--- config.mk ---
export PLATFORM = sky130hd
export DESIGN_NAME = scc_ctrl
export DESIGN_NICKNAME = d
export VERILOG_FILES = /design/src/scc_pkg.sv /design/src/scc_ctrl.sv
export SDC_FILE = /design/constraint.sdc
export NUM_CORES = 1
export LEC_CHECK = 0
export BUFFER_PORTS_ARGS = -buffer_cell sky130_fd_sc_hd__buf_2
export CORE_AREA = 2 2 49 51
export DETAILED_ROUTE_END_ITERATION = 12
export DIE_AREA = 0 0 51 53
export MAX_ROUTING_LAYER = met4
export PLACE_DENSITY = 0.75
export SLEW_MARGIN = 15
export SYNTH_ARGS = -nofsm -noshare
export SYNTH_HDL_FRONTEND = slang
export SYNTH_SLANG_ARGS = --single-unit
--- constraint.sdc ---
create_clock -name clk_i -period 2.45 [get_ports clk_i]
set_input_delay 0.3675 -clock clk_i [delete_from_list [all_inputs] [get_ports clk_i]]
set_output_delay 0.3675 -clock clk_i [all_outputs]
set_load 0.05 [all_outputs]
--- src/scc_pkg.sv ---
// ----------------------------------------------------------------------------
// scc_pkg: shared types for the strongly connected components core
// Request codes, datapath operations, command/status bundles and result word.
// ----------------------------------------------------------------------------
package scc_pkg;

  localparam logic REQ_LOAD = 1'b0;
  localparam logic REQ_RUN  = 1'b1;

  localparam int unsigned VERTEX_COUNT_RESET = 64;

  typedef enum logic [4:0] {
    OP_NONE,
    OP_LD_WRITE,
    OP_LD_LINK,
    OP_RUN_INIT,
    OP_NEXT_ROOT,
    OP_VISIT_ROOT,
    OP_VISIT_EDGE,
    OP_LOAD_HEAD,
    OP_READ_EDGE,
    OP_EDGE_ADV,
    OP_LOW_MIN,
    OP_POP_READ,
    OP_EMIT,
    OP_RET_TOP,
    OP_RET_READ,
    OP_RET_LOAD,
    OP_FINISH
  } scc_op_e;

  typedef struct packed {
    scc_op_e op;
  } scc_cmd_t;

  typedef struct packed {
    logic edge_ok;      // latched edge is in range and the store has room
    logic root_done;    // root scan reached the vertex count
    logic root_visited; // current root already visited
    logic link_nz;      // current frame has an edge left
    logic is_head;      // low link equals visit order
    logic w_skip;       // edge target beyond the vertex count
    logic w_unvisited;
    logic w_onstack;
    logic pop_last;     // popped vertex closes the component
    logic emit_ok;      // result staging can take a word
    logic call_one;     // only the current frame is on the call stack
  } scc_stat_t;

  typedef struct packed {
    logic [6:0] vertex_id;
    logic [5:0] component_number;
    logic       last_in_component;
    logic       last_of_run;
  } scc_res_t;

endpackage

--- src/scc_ctrl.sv ---
// ----------------------------------------------------------------------------
// scc_ctrl: sequencer of the strongly connected components core
// Walks edge loads and the depth-first search, one operation per cycle unless result staging stalls it.
// ----------------------------------------------------------------------------
module scc_ctrl (
  input  logic                clk_i,
  input  logic                rst_ni,
  input  logic                acc_i,
  input  logic                run_i,
  input  scc_pkg::scc_stat_t  stat_i,
  output scc_pkg::scc_cmd_t   cmd_o,
  output logic                in_ready_o
);
  import scc_pkg::*;

  typedef enum logic [13:0] {
    S_IDLE  = 14'b00000000000001,
    S_LD0   = 14'b00000000000010,
    S_LD1   = 14'b00000000000100,
    S_RINIT = 14'b00000000001000,
    S_ROOT  = 14'b00000000010000,
    S_VHEAD = 14'b00000000100000,
    S_STEP  = 14'b00000001000000,
    S_EDGE  = 14'b00000010000000,
    S_CMP   = 14'b00000100000000,
    S_POP   = 14'b00001000000000,
    S_POP2  = 14'b00010000000000,
    S_RET   = 14'b00100000000000,
    S_RET2  = 14'b01000000000000,
    S_FLUSH = 14'b10000000000000
  } state_e;

  state_e  state_q, state_d;
  scc_op_e op;

  always_comb begin
    state_d = state_q;
    op      = OP_NONE;
    unique case (state_q)
      S_IDLE: begin
        if (acc_i) begin
          state_d = (run_i == REQ_RUN) ? S_RINIT : S_LD0;
        end
      end
      S_LD0: begin
        op      = OP_LD_WRITE;
        state_d = stat_i.edge_ok ? S_LD1 : S_IDLE;
      end
      S_LD1: begin
        op      = OP_LD_LINK;
        state_d = S_IDLE;
      end
      S_RINIT: begin
        op      = OP_RUN_INIT;
        state_d = S_ROOT;
      end
      S_ROOT: begin
        if (stat_i.root_done) begin
          state_d = S_FLUSH;
        end else if (stat_i.root_visited) begin
          op = OP_NEXT_ROOT;
        end else begin
          op      = OP_VISIT_ROOT;
          state_d = S_VHEAD;
        end
      end
      S_VHEAD: begin
        op      = OP_LOAD_HEAD;
        state_d = S_STEP;
      end
      S_STEP: begin
        if (stat_i.link_nz) begin
          op      = OP_READ_EDGE;
          state_d = S_EDGE;
        end else begin
          state_d = stat_i.is_head ? S_POP : S_RET;
        end
      end
      S_EDGE: begin
        if (stat_i.w_skip) begin
          op      = OP_EDGE_ADV;
          state_d = S_STEP;
        end else if (stat_i.w_unvisited) begin
          op      = OP_VISIT_EDGE;
          state_d = S_VHEAD;
        end else begin
          op      = OP_EDGE_ADV;
          state_d = stat_i.w_onstack ? S_CMP : S_STEP;
        end
      end
      S_CMP: begin
        op      = OP_LOW_MIN;
        state_d = S_STEP;
      end
      S_POP: begin
        op      = OP_POP_READ;
        state_d = S_POP2;
      end
      S_POP2: begin
        if (stat_i.emit_ok) begin
          op      = OP_EMIT;
          state_d = stat_i.pop_last ? S_RET : S_POP;
        end
      end
      S_RET: begin
        if (stat_i.call_one) begin
          op      = OP_RET_TOP;
          state_d = S_ROOT;
        end else begin
          op      = OP_RET_READ;
          state_d = S_RET2;
        end
      end
      S_RET2: begin
        op      = OP_RET_LOAD;
        state_d = S_STEP;
      end
      S_FLUSH: begin
        if (stat_i.emit_ok) begin
          op      = OP_FINISH;
          state_d = S_IDLE;
        end
      end
      default: state_d = S_IDLE;
    endcase
  end

  always_ff @(posedge clk_i or negedge rst_ni) begin
    if (!rst_ni) begin
      state_q <= S_IDLE;
    end else begin
      state_q <= state_d;
    end
  end

  assign cmd_o.op   = op;
  assign in_ready_o = (state_q == S_IDLE);

endmodule

; Word level (Yosys, flattened, before mapping)
; Index checks and enable logic that the tools add are counted.
[word_totals]
mem_count = 0
out_inout_bits = 6
mem_bits_ro = 0
latchBits = 0
wordCells = 45
regBits = 14
ramBits = 0
[op_classes]
shift = 0
n_lt_le_gt_ge = 0
n_reduce_logical = 2
n_addsub = 0
n_bitwise = 0
n_div = 0
multipliers = 0
n_eq_ne = 18
n_mux = 24
[op_table]
columns = operator, n
row1 = 14-bit one-hot mux with 11 select lines, 1
row2 = 14-bit 2-to-1 mux, 5
row3 = 5-bit one-hot mux with 13 select lines, 1
row4 = 12-bit 2-to-1 mux, 3
row5 = 9-bit 2-to-1 mux, 3
row6 = 4-bit 2-to-1 mux, 5
row7 = 14-bit by 1-bit == test with 1-bit output (second input constant), 1
row8 = 14-bit by 10-bit == test with 1-bit output (second input constant), 1
row9 = 14-bit by 11-bit == test with 1-bit output (second input constant), 1
row10 = 14-bit by 12-bit == test with 1-bit output (second input constant), 1
row11 = 14-bit by 13-bit == test with 1-bit output (second input constant), 1
row12 = 14-bit == test (second input constant), 1
row13 = 14-bit by 2-bit == test with 1-bit output (second input constant), 1
row14 = 14-bit by 3-bit == test with 1-bit output (second input constant), 1
row15 = 14-bit by 4-bit == test with 1-bit output (second input constant), 1
row16 = 14-bit by 5-bit == test with 1-bit output (second input constant), 1
row17 = 14-bit by 6-bit == test with 1-bit output (second input constant), 1
row18 = 14-bit by 7-bit == test with 1-bit output (second input constant), 1
row19 = 14-bit by 8-bit == test with 1-bit output (second input constant), 1
row20 = 14-bit by 9-bit == test with 1-bit output (second input constant), 1
row21 = 13-bit 2-to-1 mux, 1
row22 = 3-bit 2-to-1 mux, 2
row23 = 2-bit inequality test (second input constant), 3
row24 = 5-bit 2-to-1 mux, 1
row25 = other kinds (5), 5

; Depth between registers and ports, before layout
[logic_depth]
ltp_word = 4
mapped_depth = 6

; Least setup slack after synthesis
; No wires, ideal clock.
[synth_path]
path_type = register -> output
from = register state_q[1]
to = output port cmd_o[0] in the netlist's numbering
setup_slack_ns = -0.970
arrival_ns = 3.052
required_time_ns = 2.082
stages_incl_launch_ff = 6
cell_sequence = dfrtp_1 -> buf_6 -> nor4_4 -> and3_2 -> nand2_1 -> o311ai_0
[synth_lines]
columns = element, line_no
row1 = start: declaration, scc_ctrl.sv:33  ; state_e state_q, state_d;
row2 = start signal: assignment, scc_ctrl.sv:132  ; state_q <= state_d;
row3 = end: declaration, scc_ctrl.sv:11  ; output scc_pkg::scc_cmd_t cmd_o,

==> impl_metrics.toml <==
[timing]
worst_clock_skew_ns = 0.003302
max-slew-margin-rel_pct = 64.53
period_needed_ns = 2.500
finalHoldViolations = 0
fin_crit_sh_pct = 102.0
slew_viol_final = 0
tightestPinTransition_ns = 0.5246
setup_viol = 2
fin_ws_ns = -0.04988
fmax_mhz = 400.0

[routing]
drt_iter0_markers = 70
highest_layer = "met4"
drcViolationCount = 0
firstDrtPassIters = 4
wirelength_met1_um = 1517
num_vias = 1245
dr_wl_met3_um = 265
routed_via_density = 6.484
post_drt_wl_per_cell_um = 19.83
routed_wl_um = 3807
wl_met2_um = 1846
ant_nets = 0

[job]
drv_cap = 0

[placed_design]
portBuffers = 20
dpl.hpwl_um = 2289
routabilityCongestion = 0.9651
dp.cells = 181

[floorplan]
initial_utilization_pct = 52.24
die_y_um = 53
ios = 21
coreArea_mm2 = 0.002148
rows = 17
dieArea_mm2 = 0.002703
die_w_um = 51

[critical_path]
r2r-start = "state_q[13]"
r2r_slack_ns = 0.43
endpoint_kind = "output pin"
cp_top_family = "simple AND/OR/NAND/NOR gates"
crit_slowest_cell = "dfrtp_2"
crit_fanout = 6
crit_path_cell_trace = "xnor2_1 > nor2_1 > a31oi_2 > o32ai_2 > or3_1 > buf_6"
rr_worst_depth = 7
crit_type = "reg2out"
critPathRequiredTime_ns = 2.08
cp_num_buf_inv = 1
reg2reg_to = "state_q[10]"
worstPathArrival_ns = 2.13
cp_slowest_stage_delay_ns = 0.48
startpoint_type = "flip-flop"

[yosys]
synth_area_per_cell_um2 = 8.567
synth_top_area_share_pct = 28.99
netlist_area_mm2 = 0.001122
yosys.cell_count.top_type = "nor2_1"
ys_warn_count = 0
synth_largest_area_cell = "dfrtp_1"
synth_fp_nets = 146
synth_area_leaders = "dfrtp_1 (29%), nor2_1 (5.7%), nor4_4 (5.7%), xnor2_1 (3.9%), nand4b_1 (3.1%)"
synth_edf_count = 0
async_flop_share_pct = 100.0
synth_common_cells = "nor2_1 (17), dfrtp_1 (13), inv_1 (7), nor3_1 (7), nand2_1 (6)"
synthDistinctLibCells = 46
yosysSeqAreaShare_pct = 31.33
synth-seq-cells = 14
synth_top_flop_cell = "dfrtp_1"
syn_inst = 131

[outcome]
violations = "setup timing"
status = "finished with violations"

[clocking]
cts_buffers = 3
clkTransAtPathRegs_ns = 0.10
clkLatencyLatePin_ns = 0.29
cts_tree = "done"
h-tree-depth = 1
clockRootBuffer = "clkbuf_4"
clockBufferDepth = 2
cts_num_sinks = 14

[worst_hold_path]
hold_depth = 2
hp-class = "in2reg"
holdCritStartpoint = "stat_i[4]"
min_to = "state_q[8]"

[global_routing]
grt_max_degree = 15
gr-total-overflow = 0
grt_pass1_wl_um = 5119
grt_use_total_pct = 26.66
grt_pass1_vias = 1123
antenna_found_initial = 0

[cells_and_area]
synthToLayoutAreaGrowth_pct = 35.67
top_register = "state_q"
finalNonFillerCells = 192
largest_register_ffs = 14
reg_top3 = "state_q x14"
antenna_cells = 0
fin_nets = 180
drive_gt1_share_pct = 48.78
fin_util_pct = 70.88

[pwr]
peakVddDrop_uv = 466.1
total_power_uw = 1071
power.density_mw_per_mm2 = 703.4
p_leak_uw = 0.0006556
layout by cell type, fill, tap and decap left out, types with 2 or more instances in the layout:
cell / instances
dfrtp_1: 3
xor2_1: 3
xnor2_1: 5
nor2_1: 12
nor4b_1: 2
o31ai_1: 2
buf_2: 16
nor2_2: 4
nor4_1: 3
buf_4: 15
nand4_1: 4
nand3_1: 4
nor3_2: 2
o31ai_2: 2
nor4_4: 3
nand4b_1: 4
a21oi_1: 2
nor2b_1: 3
inv_1: 7
nor3_1: 5
nand2_2: 5
clkbuf_4: 3
o32ai_2: 2
buf_6: 5
dfrtp_2: 10
o21ai_0: 4
where the power goes:
group / internal, uW / switching (uW) / leakage, uW
Sequential: 259 / 47.8 / 0.000175
Clock: 63.3 / 85.1 / 0.0000150
Combinational: 256 / 361 / 0.000466
metrics by stage:
step	setup slack, ns	TNS, ns	hold slack [ns]	instance area (um^2)
2_1_floorplan	0.08069	0	0.07191	1130
3_3_place_gp	0.1026	0	0.2853	1297
3_5_place_dp	0.1176	0	0.2941	1297
4_1_cts	0.004667	0	0.2287	1380
5_1_grt	-0.09735	-0.3645	0.2248	1523
6_report	-0.04988	-0.06089	0.2242	1523
timing repair:
item	in CTS	in global routing
pin swaps	3	8
gates cloned	0	0
gates resized for setup	8	36
hold buffers	1	0
endpoints found under the hold margin	13	0
buffers inserted	3	3
setup endpoints to repair	4	5
layer usage:
metal | up-vias | global-route usage [%]
met5 | - | -
met4 | 0 | 17.12
met3 | 18 | 4.520
met2 | 77 | 42.64
met1 | 587 | 31.17
li1 | 563 | -
how the worst max path moves through the flow:
stage,cells after the start,end,startpoint
after floorplan,5,cmd_o[0],state_q[1]
after global placement,6,cmd_o[3],state_q[11]
after detailed placement,6,cmd_o[3],state_q[11]
after CTS,7,cmd_o[1],state_q[5]
after global routing,6,cmd_o[1],state_q[8]
final,6,cmd_o[3],state_q[11]
logic make-up after synthesis:
family	synth area share [%]
xor gates and xnor gates	6.243
buffers and inverters	6.132
DFF	31.33
and+or+nand+nor	37.91
AOI/OAI and AO/OA	18.40
area by class of cell:
type	instances	area, um^2
clock buffer	4	26.28
timing repair buffer	37	259.0
tap	28	35.03
fill	169	625.6
sequential	14	364.1
inverter	7	26.28
multi-input combinational	102	812.0
No activity file was read; power rests on OpenSTA's default activity.
